==> config.mk <==
export PLATFORM = sky130hd
export DESIGN_NAME = hgbs_queue
export DESIGN_NICKNAME = d
export VERILOG_FILES = /design/src/hgbs_pkg.sv /design/src/hgbs_queue.sv
export SDC_FILE = /design/constraint.sdc
export NUM_CORES = 1
export LEC_CHECK = 0
export BUFFER_PORTS_ARGS = -buffer_cell sky130_fd_sc_hd__clkbuf_2
export CAP_MARGIN = 15
export CORE_UTILIZATION = 57
export DETAILED_ROUTE_END_ITERATION = 7
export PLACE_DENSITY = 0.79
export SLEW_MARGIN = 20
export SYNTH_ARGS = -nofsm -noshare
export SYNTH_HDL_FRONTEND = slang
export SYNTH_SLANG_ARGS = --single-unit
==> constraint.sdc <==
create_clock -name clock -period 4 [get_ports clock]
set_clock_uncertainty 0.2 [all_clocks]
set_input_delay 0.2 -clock clock [delete_from_list [all_inputs] [get_ports clock]]
set_output_delay 0.2 -clock clock [all_outputs]
set_load 0.05 [all_outputs]
==> src/hgbs_pkg.sv <==
// ----------------------------------------------------------------------------
// hgbs_pkg
// Shared types and constants of the hit grid binning sorter.
// ----------------------------------------------------------------------------
`default_nettype none
package hgbs_pkg;

   // default sizes
   localparam int GRID_ROWS_DEF = 50;
   localparam int GRID_COLS_DEF = 50;
   localparam int SENSORS_DEF   = 48;
   localparam int MAX_HITS_DEF  = 64;

   // field widths
   localparam int COORD_W = 16;
   localparam int CELL_W  = 8;
   localparam int KEY_W   = 16;
   localparam int SENS_W  = 6;
   localparam int SLOT_W  = 16;
   localparam int CNT_W   = 7;
   localparam int OUTC_W  = 6;

   // queue between front and back
   localparam int QUEUE_DEPTH = 4;
   localparam int QCNT_W      = 3;

   // configuration register indexes
   localparam logic [1:0] CSR_ORIGIN_OFFSET = 2'd0;
   localparam logic [1:0] CSR_ROW_SCALE     = 2'd1;
   localparam logic [1:0] CSR_COL_SCALE     = 2'd2;

   localparam logic [14:0] ORIGIN_RESET = 15'd10240;
   localparam logic [15:0] SCALE_RESET  = 16'd40960;

   // one classified beat passed from front to back
   typedef struct packed {
      logic [COORD_W-1:0] x;
      logic [COORD_W-1:0] y;
      logic [COORD_W-1:0] z;
      logic [CELL_W-1:0]  row;
      logic [CELL_W-1:0]  col;
      logic [KEY_W-1:0]   key;
      logic               has_hit;
      logic               last;
   } qentry_type;

endpackage
`default_nettype wire

==> src/hgbs_queue.sv <==
// ----------------------------------------------------------------------------
// hgbs_queue
// Small fifo between the binning front and the sorting back.
// ----------------------------------------------------------------------------
`default_nettype none
module hgbs_queue (
   input  wire                       clock,
   input  wire                       reset,
   input  wire                       push,
   input  hgbs_pkg::qentry_type      push_data,
   input  wire                       pop,
   output hgbs_pkg::qentry_type      head,
   output logic                      not_empty,
   output logic [hgbs_pkg::QCNT_W-1:0] count
);
   localparam int AW = $clog2(hgbs_pkg::QUEUE_DEPTH);

   hgbs_pkg::qentry_type mem_ff [hgbs_pkg::QUEUE_DEPTH];
   logic [AW-1:0] wr_ff, wr_in, rd_ff, rd_in;
   logic [hgbs_pkg::QCNT_W-1:0] cnt_ff, cnt_in;
   logic do_pop;

   assign do_pop    = pop && (cnt_ff != '0);
   assign not_empty = (cnt_ff != '0);
   assign head      = mem_ff[rd_ff];
   assign count     = cnt_ff;

   // pointer and fill bookkeeping
   always_comb begin
      wr_in  = push ? wr_ff + 1'b1 : wr_ff;
      rd_in  = do_pop ? rd_ff + 1'b1 : rd_ff;
      cnt_in = cnt_ff + {{(hgbs_pkg::QCNT_W-1){1'b0}}, push}
                      - {{(hgbs_pkg::QCNT_W-1){1'b0}}, do_pop};
   end

   always_ff @(posedge clock) begin
      if (reset) begin
         wr_ff  <= '0;
         rd_ff  <= '0;
         cnt_ff <= '0;
      end else begin
         wr_ff  <= wr_in;
         rd_ff  <= rd_in;
         cnt_ff <= cnt_in;
      end
   end

   // storage
   always_ff @(posedge clock) begin
      if (push) begin
         mem_ff[wr_ff] <= push_data;
      end
   end

endmodule
`default_nettype wire

* Word level (Yosys, flattened, before mapping)
Memories as Yosys holds them, arrays and structs flattened. A register that Yosys moved wholly into a read port is not among the register bits.
Index checks and enable logic that the tools add are counted.
** Word-level totals
- Flip-flop bits (word level) :: 7
- Latch bits :: 0
- Memory bits (writable) :: 328
- ROM bits :: 0
- Logic and storage cells :: 14
- Memories :: 1
** Operators by class
- Add/subtract/negate cells :: 4
- Multipliers :: 0
- Div/mod/pow operators :: 0
- $lt $le $gt $ge :: 0
- Equal/unequal tests :: 0
- Shift-type cells :: 0
- Muxes and demuxes :: 4
- Bitwise gates (word level) :: 0
- Reduce and logical (&&, ||, !) cells :: 2
** Memories
- mem_ff :: words 4, bits a word 82, read ports 1, clocked after Yosys merged registers in 1, write ports 1, RTL line hgbs_queue.sv:18 : hgbs_pkg::qentry_type mem_ff [hgbs_pkg::QUEUE_DEPTH];
** Operators with widths (count)
- $add A2 B1 Y2 const B :: 2
- $mux W2 :: 2
- $add A3 B1 Y3 :: 1
- $reduce_bool A3 Y1 :: 1
- $sub A3 B1 Y3 :: 1
- $mux W1 :: 2
- $logic_and A1 B1 Y1 :: 1

* Depth between registers and ports, before layout
- Depth in word-level cells :: 4
- Gate-level depth with buffers :: 7
- Depth with buffers taken out :: 7

* Worst setup path after synthesis
No wires, ideal clock.
- Kind :: reg2reg
- Start point :: register wr_ff[0]
- End point :: memory mem_ff[0][0] in the netlist's numbering, enable pin
- Library setup time :: 449 ps
- Arrival time :: 2451 ps
- Data required time :: 3351 ps
- Slack :: 900 ps
- Cell stages (with the launch flop) :: 4
- Clock period less this slack :: 3100 ps
- Path through :: dfxtp_1 -> inv_1 -> ha_1 -> and2_1
** RTL lines
- start, declared :: RTL line hgbs_queue.sv:19 : logic [AW-1:0] wr_ff, wr_in, rd_ff, rd_in;
- start signal, assigned :: RTL line hgbs_queue.sv:42 : wr_ff <= wr_in;
- end, declared :: RTL line hgbs_queue.sv:18
Straight into the memory's write port.

==> impl_metrics.py <==
metrics = {
    "critical_path": {
        "cp.arrival_ps": 2520,
        "crit_path_end_kind": "primary output",
        "rr_endpoint": "count[2]$_SDFF_PP0_",
        "worstRegToRegCells": 7,
        "critPathLaunchType": "flip-flop",
        "setup.worst_path.class": "flip-flop to primary output",
        "r2r_setup_slack_ps": 1670,
        "cp_data_required_time_ps": 3600,
        "r2r_start": "count[1]$_SDFF_PP0_",
        "worstPathMaxFanout": 31,
    },
    "clock_tree": {
        "htree_num_levels": 2,
        "root_buffer": "clkbuf_16",
        "postCtsSetupRepairBufs": 0,
        "cts_buffers": 35,
        "cts_tree": "yes",
        "cts_resized": 0,
        "clock_sinks": 337,
        "clock_latency_ps": 490,
        "ctsHoldBuffers": 86,
        "clk_path_buf_depth": 3,
        "clk_pin_slew_ps": 60,
    },
    "detailed_routing": {
        "vias": 5938,
        "ant_nets": 0,
        "drtIter0Drc": 341,
        "dr.pass1.iters": 5,
        "totalWireLength_um": 23300,
        "via_per_inst": 5.60,
        "drc": 0,
        "wl_per_cell_um": 22.0,
    },
    "floorplan": {
        "core_area_um2": 21200,
        "die_area_um2": 22300,
        "io_pins": 172,
        "start_util_pct": 58.5,
        "die_x_um": 149,
        "rows": 53,
        "die_h_um": 149,
    },
    "grt": {
        "grt_pass1_vias": 6441,
        "track_usage_pct": 21.3,
        "grt_first_pass_wirelength_um": 35300,
        "antenna_found_initial": 0,
        "gr-total-overflow": 0,
        "grt_max_degree": 76,
    },
    "job": {
        "drv_cap": 0,
    },
    "synthesis": {
        "syn-num-nets": 566,
        "ys_warn_count": 0,
        "ys_seq_area_share_pct": 81.0,
        "synth_edf_count": 328,
        "yosysUniqueCellTypes": 21,
        "synth_ff_type": "edfxtp_1",
        "yosysTopAreaCell": "edfxtp_1",
        "postSynth.asyncResetShare_pct": 0,
        "netlist_top_cells_count": "edfxtp_1, mux4_2, dfxtp_1, buf_12, buf_2",
        "synth_top_area_share_pct": 79.5,
        "syn-instance-count": 473,
        "synth.area.top_cells": "edfxtp_1, mux4_2, dfxtp_1",
        "netlist_area_um2": 12400,
        "synth_most_common_cell": "edfxtp_1",
        "avgSynthCellArea_um2": 26.2,
        "yosys_register_bits": 337,
    },
    "timing": {
        "rsz0062_at_grt": "no",
        "max_freq_mhz": 342,
        "tightest_slew_ps": 867,
        "final.setup.tns_ps": 0,
        "fin_crit_sh_pct": 73.1,
        "finalSetupViolCount": 0,
        "slew_headroom_pct": 42.2,
        "hold_viol_final": 0,
        "min_period_ps": 2920,
        "drv_slew": 0,
    },
    "worst_hold_path": {
        "hold_start": "push_data[69]",
        "hp-class": "input port to flip-flop",
        "whs_endpoint": "mem_ff[1][69]$_DFFE_PP_",
        "whs_path_depth": 2,
    },
    "layout": {
        "nets": 855,
        "n_antenna_cell": 0,
        "drive_gt1_share_pct": 40.5,
        "multi_input_area_um2": 2120,
        "fillers": 1177,
        "area_delta_synth_final_pct": 24.5,
        "final_cells": 1061,
        "seq_area_um2": 10000,
    },
    "placement": {
        "dp.cells": 913,
        "finalWeightedCongestion": 0.729,
        "io_buffers": 171,
        "dp_hpwl_um": 12700,
    },
    "power": {
        "p_leak_nw": 5.33,
        "ir_drop_mv": 0.561,
        "powerDensity_nw_per_um2": 618,
    },
    "status": {
        "status": "finished clean",
    },
}
==> how the worst max path moves through the flow <==
stage                                     start                      to  depth (start not counted)  slack [ps]
final                                 flip-flop                head[59]                          3        1080
after global routing                  flip-flop                head[59]                          3         900
after CTS                             flip-flop                head[59]                          3        1000
after detailed placement              flip-flop                head[48]                          3        1570
after global placement                flip-flop                head[79]                          3        1570
after floorplan           wr_ff[0]$_SDFFE_PP0P_  mem_ff[0][0]$_DFFE_PP_                          3         900
==> where the power goes <==
group	internal, mW	leakage [nW]	switching (mW)
clock	1.70	0.504	1.21
combinational	0.804	1.74	1.58
sequential	4.07	3.09	0.155
==> worst max-delay path: stages, from the launching register on <==
cell and delay [ps]:
dfxtp_4 770, buf_4 400, mux4_2 570, clkbuf_2 260
==> cells in the final DEF (no fill, tap or decap), drive strengths merged <==
master,netlist,routed
mux2,3,3
xor3,1,1
fa,1,1
mux4,82,82
dfxtp,9,9
edfxtp,328,328
clkinvlp,0,1
inv,6,6
mux2i,1,1
xnor2,1,1
nor2b,4,4
ha,6,6
buf,17,14
or3,1,1
nor2,5,5
dlygate4sd3,0,86
clkbuf,2,218
o31a,1,1
o311ai,1,1
and2,4,4
clkinv,0,13
==> layer usage <==
| layer | track usage [%] | up-vias | wire, µm |
|---|---|---|---|
| met1 | 27.6 | 3045 | 9310 |
| met3 | 4.05 | 44 | 1440 |
| met5 | 0 | - | 0 |
| met2 | 36.1 | 236 | 12000 |
| met4 | 7.60 | 0 | 522 |
| li1 | - | 2613 | - |
==> metrics by stage <==
| step | hold WS [ps] | worst slack (ps) | area, µm² | util (%) | power, mW |
|---|---|---|---|---|---|
| floorplan | 98.9 | 900 | 12400 | - | 6.20 |
| finish | 265 | 1080 | 15400 | 72.9 | 9.53 |
| global placement | 212 | 1570 | 13500 | 63.8 | 6.56 |
| detailed placement | 220 | 1570 | 13500 | 63.8 | 6.62 |
| CTS | 245 | 1000 | 15400 | 72.8 | 9.59 |
| global route | 258 | 902 | 15400 | 72.9 | 9.86 |
==> flip-flops by register name (all words and copies together), names as in the netlist, named ones only <==
register / flops
wr_ff: 2
rd_ff: 2
count: 3
mem_ff: 328
==> logic make-up after synthesis <==
| logic type | count (synthesis) | share of synthesized area [%] |
|---|---|---|
| adder cells (fa/ha/maj) | 7 | 0.768 |
| buffers and inverters | 25 | 1.95 |
| AO/OA/AOI/OAI | 2 | 0.141 |
| multiplexers | 86 | 15.3 |
| AND/OR/NAND/NOR | 14 | 0.606 |
| flip-flops | 337 | 81.0 |
| XOR/XNOR | 2 | 0.263 |
==> area by class of cell <==
cell class	instances	share of cell area, %
well taps	275	2.23
multi-input cells	111	13.8
repair buffers	271	12.0
flip-flops and latches	337	65.1
inverters	6	0.146
clock inverters	14	0.398
clock buffers	47	6.31
(Power assumes the default switching activity.)
