<file path="src/hgbs_pkg.sv">
// ----------------------------------------------------------------------------
// hgbs_pkg
// Shared types and constants of the hit grid binning sorter.
// ----------------------------------------------------------------------------
`default_nettype none
package hgbs_pkg;

   // default sizes
   localparam int GRID_ROWS_DEF = 50;
   localparam int GRID_COLS_DEF = 50;
   localparam int SENSORS_DEF   = 48;
   localparam int MAX_HITS_DEF  = 64;

   // field widths
   localparam int COORD_W = 16;
   localparam int CELL_W  = 8;
   localparam int KEY_W   = 16;
   localparam int SENS_W  = 6;
   localparam int SLOT_W  = 16;
   localparam int CNT_W   = 7;
   localparam int OUTC_W  = 6;

   // queue between front and back
   localparam int QUEUE_DEPTH = 4;
   localparam int QCNT_W      = 3;

   // configuration register indexes
   localparam logic [1:0] CSR_ORIGIN_OFFSET = 2'd0;
   localparam logic [1:0] CSR_ROW_SCALE     = 2'd1;
   localparam logic [1:0] CSR_COL_SCALE     = 2'd2;

   localparam logic [14:0] ORIGIN_RESET = 15'd10240;
   localparam logic [15:0] SCALE_RESET  = 16'd40960;

   // one classified beat passed from front to back
   typedef struct packed {
      logic [COORD_W-1:0] x;
      logic [COORD_W-1:0] y;
      logic [COORD_W-1:0] z;
      logic [CELL_W-1:0]  row;
      logic [CELL_W-1:0]  col;
      logic [KEY_W-1:0]   key;
      logic               has_hit;
      logic               last;
   } qentry_type;

endpackage
`default_nettype wire

</file>
<file path="src/hgbs_front.sv">
// ----------------------------------------------------------------------------
// hgbs_front
// Takes hit beats, holds the configuration and works out each hit's cell.
// ----------------------------------------------------------------------------
`default_nettype none
module hgbs_front #(
   parameter int GRID_ROWS = hgbs_pkg::GRID_ROWS_DEF,
   parameter int GRID_COLS = hgbs_pkg::GRID_COLS_DEF
) (
   input  wire                        clock,
   input  wire                        reset,
   input  wire                        req_tvalid,
   output logic                       req_tready,
   input  wire  [47:0]                req_tdata,
   input  wire                        req_tuser,
   input  wire                        req_tlast,
   input  wire                        csr_we,
   input  wire  [1:0]                 csr_index,
   input  wire  [15:0]                csr_wdata,
   input  wire  [hgbs_pkg::QCNT_W-1:0] q_count,
   output logic                       q_push,
   output hgbs_pkg::qentry_type       q_data
);
   localparam logic [8:0] ROW_MAX = 9'(GRID_ROWS - 1);
   localparam logic [8:0] COL_MAX = 9'(GRID_COLS - 1);

   logic [14:0] origin_ff;
   logic [15:0] row_scale_ff, col_scale_ff;

   logic        s1_valid_ff, s1_valid_in;
   logic [15:0] s1_x_ff, s1_y_ff, s1_z_ff;
   logic        s1_has_ff, s1_last_ff;
   logic        s1_rneg_ff, s1_cneg_ff;
   logic [8:0]  s1_rcell_ff, s1_ccell_ff;

   logic        accept;
   logic signed [17:0] vx, vy;
   logic [32:0] px, py;
   logic [7:0]  row, col;

   // configuration registers
   always_ff @(posedge clock) begin
      if (reset) begin
         origin_ff    <= hgbs_pkg::ORIGIN_RESET;
         row_scale_ff <= hgbs_pkg::SCALE_RESET;
         col_scale_ff <= hgbs_pkg::SCALE_RESET;
      end else if (csr_we) begin
         case (csr_index)
            hgbs_pkg::CSR_ORIGIN_OFFSET: origin_ff    <= csr_wdata[14:0];
            hgbs_pkg::CSR_ROW_SCALE:     row_scale_ff <= csr_wdata;
            hgbs_pkg::CSR_COL_SCALE:     col_scale_ff <= csr_wdata;
            default: ;
         endcase
      end
   end

   // room for the beat in flight plus this one
   assign req_tready = ({1'b0, q_count} + {{hgbs_pkg::QCNT_W{1'b0}}, s1_valid_ff})
                       < (hgbs_pkg::QCNT_W+1)'(hgbs_pkg::QUEUE_DEPTH);
   assign accept = req_tvalid && req_tready;

   // offset and scale, integer part of the q9.24 product
   always_comb begin
      vx = 18'(signed'(req_tdata[15:0])) + signed'({3'b000, origin_ff});
      vy = 18'(signed'(req_tdata[31:16])) + signed'({3'b000, origin_ff});
      px = 33'(vx[16:0]) * 33'(row_scale_ff);
      py = 33'(vy[16:0]) * 33'(col_scale_ff);
      s1_valid_in = accept;
   end

   always_ff @(posedge clock) begin
      if (reset) begin
         s1_valid_ff <= 1'b0;
      end else begin
         s1_valid_ff <= s1_valid_in;
      end
   end

   always_ff @(posedge clock) begin
      if (accept) begin
         s1_x_ff     <= req_tdata[15:0];
         s1_y_ff     <= req_tdata[31:16];
         s1_z_ff     <= req_tdata[47:32];
         s1_has_ff   <= req_tuser;
         s1_last_ff  <= req_tlast;
         s1_rneg_ff  <= vx[17];
         s1_cneg_ff  <= vy[17];
         s1_rcell_ff <= px[32:24];
         s1_ccell_ff <= py[32:24];
      end
   end

   // clamp to the grid and form the sort key
   always_comb begin
      row = s1_rneg_ff ? 8'd0 : (s1_rcell_ff > ROW_MAX ? ROW_MAX[7:0] : s1_rcell_ff[7:0]);
      col = s1_cneg_ff ? 8'd0 : (s1_ccell_ff > COL_MAX ? COL_MAX[7:0] : s1_ccell_ff[7:0]);
      q_data.x       = s1_x_ff;
      q_data.y       = s1_y_ff;
      q_data.z       = s1_z_ff;
      q_data.row     = row;
      q_data.col     = col;
      q_data.key     = 16'(16'(row) * 16'(GRID_COLS)) + 16'(col);
      q_data.has_hit = s1_has_ff;
      q_data.last    = s1_last_ff;
      q_push         = s1_valid_ff;
   end

endmodule
`default_nettype wire

</file>
<file path="config.mk">
export PLATFORM = sky130hd
export DESIGN_NAME = hgbs_front
export DESIGN_NICKNAME = d
export VERILOG_FILES = /design/src/hgbs_pkg.sv /design/src/hgbs_front.sv
export SDC_FILE = /design/constraint.sdc
export NUM_CORES = 1
export LEC_CHECK = 0
export BUFFER_PORTS_ARGS = -buffer_cell sky130_fd_sc_hd__buf_2
export CAP_MARGIN = 20
export CORE_MARGIN = 2
export CORE_UTILIZATION = 50
export DETAILED_ROUTE_END_ITERATION = 8
export GPL_TIMING_DRIVEN = 0
export PLACE_DENSITY = 0.68
export SLEW_MARGIN = 20
export SYNTH_ARGS = -nofsm -noshare
export SYNTH_HDL_FRONTEND = slang
export SYNTH_SLANG_ARGS = --single-unit
export TNS_END_PERCENT = 50
</file>
<file path="constraint.sdc">
create_clock -name clock -period 18.5 [get_ports clock]
set_input_delay 3.7 -clock clock [delete_from_list [all_inputs] [get_ports clock]]
set_output_delay 3.7 -clock clock [all_outputs]
set_load 0.02 [all_outputs]
</file>
# Word level (Yosys, flattened, before mapping)
# Index checks and enable logic that the tools add are counted.
[word_totals]
in_bits = 75
out_inout_bits = 84
register_bits = 118
[op_classes]
n_addsub = 4
multipliers = 3
n_mux = 4
n_eq_ne = 2
n_lt_le_gt_ge = 3
reduce_logical = 5
[ops]
columns = ["op", "n"]
rows = [
  ["multiplier 17 x 16 -> 33 bit", 2],
  ["adder 16 x 16 -> 17 bit", 2],
  ["2-to-1 mux 8 bit", 4],
  ["greater-than comparator 9 x 6 -> 1 bit (second input constant)", 2],
  ["adder 14 x 8 -> 15 bit", 1],
  ["multiplier 8 x 5 -> 13 bit (second input constant)", 1],
  ["AND reduction 2 bit", 3],
  ["adder 3 x 1 -> 4 bit", 1],
  ["< comparator 4 x 3 -> 1 bit (second input constant)", 1],
  ["equality test 2 x 1 -> 1 bit (second input constant)", 1],
  ["equality test 2 bit (second input constant)", 1],
  ["zero test 2 bit", 1],
  ["logical AND 1 bit", 1],
]

# Depth between registers and ports, before layout
# Gate-level depths: netlist of run 1.
[logic_depth]
ltp_word = 5
ltp_mapped = 33
mapped_depth_nobuf = 32

# Least setup slack after synthesis of run 1
# No wires, ideal clock.
[synth_timing]
kind = "input-to-reg"
startpoint = "input req_tdata[0]"
endpoint = "register s1_rcell_ff[8], data pin"
arrival_time_ns = 10.696
path_slack_ns = 7.544
n_path_buf = 1
setup_time_ns = 0.260
cell_stages = 29
path_cell_list = "ha_1 > fa_1 > a21o_1 > a21oi_2 > o21bai_1 > a21oi_2 > o21ai_1 > o31ai_1 > xnor2_1 > buf_2 > nand2_1 > fa_1 > fa_1 > fa_1 > inv_1 > fa_1 > fa_1 > inv_1 > fa_1 > inv_1 > ha_1 > and3_1 > a31o_2 > o21ai_0 > o211ai_2 > a2111oi_2 > o21bai_2 > a21oi_2 > xnor2_1"
[synth_between]
elab_chain_cells = 2
[synth_lines]
columns = ["item", "line_no", "rtl"]
rows = [
  ["start, declared", "hgbs_front.sv:14", "input wire [47:0] req_tdata,"],
  ["adder 16 x 16 -> 17 bit", "hgbs_front.sv:64", "vx = 18'(signed'(req_tdata[15:0])) + signed'({3'b000, origin_ff});"],
  ["multiplier 17 x 16 -> 33 bit", "hgbs_front.sv:66", "px = 33'(vx[16:0]) * 33'(row_scale_ff);"],
  ["named net px[32]", "hgbs_front.sv:38", "logic [32:0] px, py;"],
  ["end signal, assigned", "hgbs_front.sv:88", "s1_rcell_ff <= px[32:24];"],
  ["end, declared", "hgbs_front.sv:34", "logic [8:0] s1_rcell_ff, s1_ccell_ff;"],
]
# The timed path passes the listed nets, and every way through them passes these cells.
# A chain may end at the register's enable or synchronous reset.

# Worst setup path after layout of run 1
[layout_timing]
startpoint = "input req_tdata[16]"
endpoint = "register s1_ccell_ff[8], data pin"
[layout_between]
elab_chain_cells = 2
[layout_lines]
columns = ["item", "line_no", "rtl"]
rows = [
  ["adder 16 x 16 -> 17 bit", "hgbs_front.sv:65", "vy = 18'(signed'(req_tdata[31:16])) + signed'({3'b000, origin_ff});"],
  ["multiplier 17 x 16 -> 33 bit", "hgbs_front.sv:67", "py = 33'(vy[16:0]) * 33'(col_scale_ff);"],
  ["named net py[32]", "hgbs_front.sv:38", ""],
  ["end signal, assigned", "hgbs_front.sv:89", "s1_ccell_ff <= py[32:24];"],
  ["end, declared", "hgbs_front.sv:34", ""],
]
# The timed path passes the listed nets, and every way through them passes these cells.

==> results of run 1 <==
## routing by layer
| layer | track usage | up-vias | wire length, um |
|---|---|---|---|
| met5 | 0 | - | 0 |
| met2 | 0.5094 | 758 | 34320 |
| met4 | 0.1566 | 0 | 4009 |
| met3 | 0.07057 | 188 | 5285 |
| met1 | 0.3594 | 9688 | 28660 |
| li1 | - | 8762 | - |
## cells by family (layout without fill, tap and decap cells)
logic type | after synthesis | count (layout) | synth area share
flip-flops | 118 | 118 | 0.1266
adder cells (fa/ha/maj) | 689 | 689 | 0.4865
AO/OA/AOI/OAI | 289 | 289 | 0.07781
AND/OR/NAND/NOR | 891 | 891 | 0.1790
other | 2 | 18 | 0.0003103
buffers and inverters | 654 | 838 | 0.1043
multiplexers | 17 | 17 | 0.007496
XOR/XNOR | 50 | 50 | 0.01809
## per-stage QoR
stage	cells	power, mW	area, um^2	setup WS [ns]	hold WS, ns
after floorplan	2722	1.177	24250	7.544	0.4567
after global placement	3488	1.501	25770	6.029	0.4767
after detailed placement	3489	1.527	25810	6.013	0.4877
final	3525	1.874	26420	6.407	0.5008
after CTS	3521	1.885	26400	6.471	0.4997
after global routing	3521	2.046	26410	6.045	0.5250
## registers in the layout, indices dropped and copies added (netlist names)
signal	count
col_scale_ff	16
origin_ff	15
q_push	1
row_scale_ff	16
s1_ccell_ff	9
s1_cneg_ff	1
s1_has_ff	1
s1_last_ff	1
s1_rcell_ff	9
s1_rneg_ff	1
s1_x_ff	16
s1_y_ff	16
s1_z_ff	16
## worst max-delay path, delay by kind of cell
kind	cells	cell delay (ns)
adders and majority gates	9	3.99
xor gates and xnor gates	2	0.75
AOI/OAI and AO/OA	9	2.40
buffers and inverters	6	0.79
and+or+nand+nor	4	0.66
## power groups by stage
stage	clock network (mW)	logic (mW)	registers [mW]
2_1_floorplan	0	0.840	0.337
3_3_place_gp	0	1.17	0.336
3_5_place_dp	0	1.19	0.336
4_1_cts	0.347	1.21	0.331
5_1_grt	0.356	1.36	0.333
6_report	0.338	1.21	0.331
## cells in the mapped netlist (8+ instances only)
library cell | number | area share
buf_2 | 13 | 0.0027
o211ai_1 | 10 | 0.0031
and2_1 | 219 | 0.057
nor2b_1 | 36 | 0.0093
fa_1 | 420 | 0.35
o21bai_1 | 9 | 0.0028
ha_1 | 269 | 0.14
nand2b_1 | 14 | 0.0036
nor2_1 | 54 | 0.0084
edfxtp_1 | 70 | 0.087
o211a_1 | 11 | 0.0045
nand3_1 | 65 | 0.013
mux2_2 | 8 | 0.0037
o21ai_0 | 42 | 0.0087
a21oi_1 | 115 | 0.024
mux2i_1 | 8 | 0.0033
nor3_1 | 16 | 0.0033
xnor2_1 | 41 | 0.015
buf_4 | 10 | 0.0031
a21o_1 | 27 | 0.0084
o21a_1 | 15 | 0.0047
inv_1 | 520 | 0.081
nand2_1 | 435 | 0.067
clkbuf_1 | 100 | 0.016
xor2_1 | 9 | 0.0033
buf_1 | 8 | 0.0012
nand3b_1 | 8 | 0.0025
dfxtp_1 | 48 | 0.040
## worst max path at each step
stage,slack [ns],endpoint,cells past startpoint,from
after floorplan,7.54,s1_rcell_ff[8],29,req_tdata[0]
after global placement,6.03,s1_rcell_ff[8],29,req_tdata[0]
after detailed placement,6.01,s1_ccell_ff[8],30,req_tdata[16]
after CTS,6.47,s1_ccell_ff[8],30,req_tdata[16]
after global routing,6.05,s1_ccell_ff[8],30,req_tdata[16]
final,6.41,s1_ccell_ff[8],30,req_tdata[16]
## cell type report
| type | instances | area (um^2) | area share |
|---|---|---|---|
| multi-input cells | 1950 | 18690 | 0.7072 |
| flip-flops and latches | 118 | 3063 | 0.1159 |
| inverters | 521 | 1956 | 0.07402 |
| repair buffers | 152 | 783.3 | 0.02964 |
| well taps | 615 | 769.5 | 0.02912 |
| plain buffers | 133 | 568.0 | 0.02150 |
| clock buffers | 22 | 508.0 | 0.01923 |
| clock inverters | 10 | 78.83 | 0.002983 |
| diodes | 4 | 10.01 | 0.0003788 |
## placed cells by master (no fill, tap or decap), types with 48 or more instances in the layout
| cell | n |
|---|---|
| a21oi_1 | 115 |
| buf_2 | 164 |
| fa_1 | 420 |
| clkbuf_1 | 102 |
| nand3_1 | 65 |
| nand2_1 | 435 |
| edfxtp_1 | 70 |
| and2_1 | 218 |
| ha_1 | 269 |
| nor2_1 | 54 |
| dfxtp_1 | 48 |
| inv_1 | 520 |
==> metrics, run 1 <==
largest net degree at the start of global routing=39; crit path launch type=input port; # rows=80; sequential area share after synthesis=0.1266; filler cell count=4,383; global-route wire length before repair=113,700 um; RR Startpoint=origin_ff[0]; Hold Path End=origin_ff[4]; via count=19,400; clock buffers created by TritonCTS=17; Max-cap violations=0; Switch Pwr=about 0.88 mW; status=completed; IO Count=159; Max VDD drop=0.00007806 V; DR iter-0 viols=1,351; Post-CTS Setup Inserts=0; clock transition at the registers of the reported paths=around 0.060 ns; worst reg-to-reg setup slack=approximately 9.4 ns; Clock Path Buffers=2; crit-path max FO=10; GRT Util Overall=0.3017; # nets final=~3,700; fin. max-slew vios=0; Synth Flop Type=edfxtp_1; sequential share of power=0.177; Comb power frac=0.643; CP most frequent cell=fa_1; Power Internal=0.9957 mW; Sw Share=0.4688; gpl congestion=0.9253; ratio of cells with drive above 1 in the final layout=0.08809; Initial Util=0.5069; antenna violations before repair=5; Slew headroom=0.2596; number of routed nets with antenna violations=0; Worst path slowest cell=xor2_1; Final Util=0.5534; Cell Pwr Density=70.94 nW/um^2; Detailed Place HPWL=about 60,000 um; Fmax=82.70 MHz; die footprint=50,180 um^2; hold crit path type=flip-flop to flip-flop; Syn Area/Cell=8.931 um^2; routed len/inst=20.50 um; Synthesis Warnings=0; Unique masters post-synth=75; RSZ-0062 raised after global routing=false; root buffer cell=clkbuf_16; leak pwr=~13 nW; port buffer count=151; critical path capture point type=flip-flop; kind of critical path=input port to flip-flop; synthesized cell area=24,200 um^2; post-synthesis register bit count=around 120; WP data required=18.71 ns; clock group share of total power=0.180; Worst-Margin Slew=1.103 ns; R2R Path End=s1_ccell_ff[8]; Post-Route Setup TNS=0 ns; # DRC=0; Worst-Skew Late Latency=0.47 ns; depth of the most critical reg-to-reg path=29; Gate Count Post-Synth=~2,700; Final Hold Fails=0; DIE WIDTH=224.0 um; clock skew=approximately 0.017 ns; crit path time final=12.09 ns; Clock Sinks=between 100 and 150; Die Y=~220 um; hold path depth=2; Area Overhead vs Synth=9.171%; htree depth=4; Post-synth EDFFs=70; # resized after CTS=0; CTS tree=built; Final Setup Violations=0; vias in the first global route=20,800; HP Start=origin_ff[4]; Via density=~5.5; slowest stage delay, CP=around 0.61 ns; Async S/R FF share, synth=0; hold buffers post-CTS=0; Arr. time, crit path=12.30 ns; grt total ovfl=0; Final period util=0.6537; Core Region=between 40,000 and 50,000 um^2; final WL=72,280 um; drt pass-1 iters=5
Power figures use the tool's default switching activity.
==> run 2: changes to the inputs <==
--- a/config.mk
+++ b/config.mk
@@ -11,7 +11,7 @@
 export CORE_UTILIZATION = 50
 export DETAILED_ROUTE_END_ITERATION = 8
 export GPL_TIMING_DRIVEN = 0
-export PLACE_DENSITY = 0.68
+export PLACE_DENSITY = 0.7
 export SLEW_MARGIN = 20
 export SYNTH_ARGS = -nofsm -noshare
 export SYNTH_HDL_FRONTEND = slang
==> constraint.sdc (replaced) <==
create_clock -name clock -period 10.5 [get_ports clock]
set_input_delay 2.1 -clock clock [delete_from_list [all_inputs] [get_ports clock]]
set_output_delay 2.1 -clock clock [all_outputs]
set_load 0.02 [all_outputs]
==> metrics, run 2 (same netlist as run 1, synthesis figures left out) <==
ratio of cells with drive above 1 in the final layout=0.09050; Clock Sinks=118; # DRC=0; Worst path slowest cell=clkbuf_1; status=completed; antenna violations before repair=3; port buffer count=between 150 and 200; Worst-Margin Slew=1.121 ns; largest net degree at the start of global routing=41; Arr. time, crit path=10.48 ns; DR iter-0 viols=1,525; Sw Share=0.4756; clock transition at the registers of the reported paths=0.06 ns; kind of critical path=input port to flip-flop; Detailed Place HPWL=59,000 um; Clock Path Buffers=2; vias in the first global route=20,650; Slew headroom=0.2473; FF/Latch Area=3063 um^2; hold crit path type=flip-flop to flip-flop; RR Startpoint=origin_ff[1]; CP Buf/Inv Count=5; IO Count=roughly 160; # resized after CTS=0; origin of the worst setup path=req_tdata[0]; Switch Pwr=1.571 mW; Die Y=about 220 um; Post-CTS Setup Inserts=0; critical path's top delay family=adder cells; drt pass-1 iters=8; # nets final=3,657; # rows=80; Worst-Skew Late Latency=0.49 ns; RSZ-0062 raised after global routing=false; htree depth=4; root buffer cell=clkbuf_16; fin. max-slew vios=0; Fmax=97.54 MHz; sequential share of power=0.176; clock buffers created by TritonCTS=17; leak pwr=13.01 nW; hold buffers post-CTS=0; Final Setup Violations=0; CP most frequent cell=fa_1; crit path time final=about 10 ns; placed cell areas=25,800 um^2; Final period util=0.9764; crit path launch type=input port; clock skew=0.02164 ns; Final Instance Area=between 20,000 and 30,000 um^2; global-route wire length before repair=113,200 um; routed len/inst=20.11 um; WP data required=10.73 ns; gpl congestion=0.9613; CTS tree=built; crit-path max FO=10; Final Util=0.5537; final WL=70,890 um; Core Region=47,750 um^2; clock group share of total power=0.182; die footprint=between 50,000 and 60,000 um^2; Cell Pwr Density=125.0 nW/um^2; number of routed nets with antenna violations=0; filler cell count=4,328; critical path capture point type=flip-flop; HP Start=origin_ff[12]; Max VDD drop=0.0001289 V; most common cell after layout, fill and taps aside=inv_1; grt total ovfl=0; GRT Util Overall=0.2979; most frequent cells in the layout=520 x inv_1, 435 x nand2_1, 420 x fa_1; slowest stage delay, CP=0.60 ns; Max-cap violations=0; Final Hold Fails=0; Initial Util=0.5069; Via density=5.542; DIE WIDTH=224.0 um; via count=a little under 20,000; Comb power frac=0.643; Power Internal=1.732 mW; Multi-input gate area=18,700 um^2; Area Overhead vs Synth=9.228%
==> run 2: cell count changes in the layout (fill, tap and decap cells not counted), sizes merged <==
| cell | previous run | this run |
|---|---|---|
| bufinv | 0 | 1 |
| clkbuf | 122 | 117 |
| clkinvlp | 2 | 1 |
| inv | 526 | 531 |
==> run 2: per-stage QoR <==
stage / TNS (ns) / std cells / total power [mW] / setup WS (ns) / hold slack [ns]
global route: 0 / 3521 / 3.640 / 0.008455 / 0.5166
finish: 0 / 3525 / 3.304 / 0.2481 / 0.4963
floorplan: 0 / 2722 / 2.073 / 1.144 / 0.4567
CTS: 0 / 3521 / 3.324 / 0.2631 / 0.5007
detailed placement: -1.580 / 3489 / 2.693 / -0.2251 / 0.4863
global placement: -0.5945 / 3488 / 2.634 / -0.1467 / 0.4785
==> run 2: final cells by class <==
type                       instances  area share
clock buffer                      17     0.01609
clock inverter                    15    0.005869
inverter                         521     0.07398
multi-input combinational       1950      0.7075
tap                              615     0.02911
sequential                       118      0.1159
buffer                           133     0.02154
timing repair buffer             152     0.02963
antenna                            4   0.0003786
==> run 2: path summary, 6_finish.rpt <==
path	end	slack (ns)	cells past startpoint
max	s1_rcell_ff[8]	0.25	29
min reg2reg	origin_ff[12]	0.50	2
min	origin_ff[12]	0.50	2
max reg2reg	s1_ccell_ff[8]	1.67	29
==> run 2: metal layers <==
metal | track usage | vias up | wire length, um
li1 | - | 8770 | -
met1 | 0.3853 | 9754 | 28880
met2 | 0.4846 | 854 | 32840
met3 | 0.07699 | 156 | 6669
met4 | 0.1062 | 0 | 2505
met5 | 0 | - | 0
==> run 2: tightest hold or removal path: stages, from the launching register on <==
cell,delay (ns)
dfxtp_1,0.33
nand2_1,0.06
a21oi_1,0.06
==> run 2: power by group through the flow <==
stage                     Combinational [mW]  Clock (mW)  Sequential, mW
final                                   2.12       0.600           0.581
after global routing                    2.42       0.634           0.585
after CTS                               2.12       0.620           0.581
after detailed placement                2.10           0           0.591
after global placement                  2.04           0           0.591
after floorplan                         1.48           0           0.593
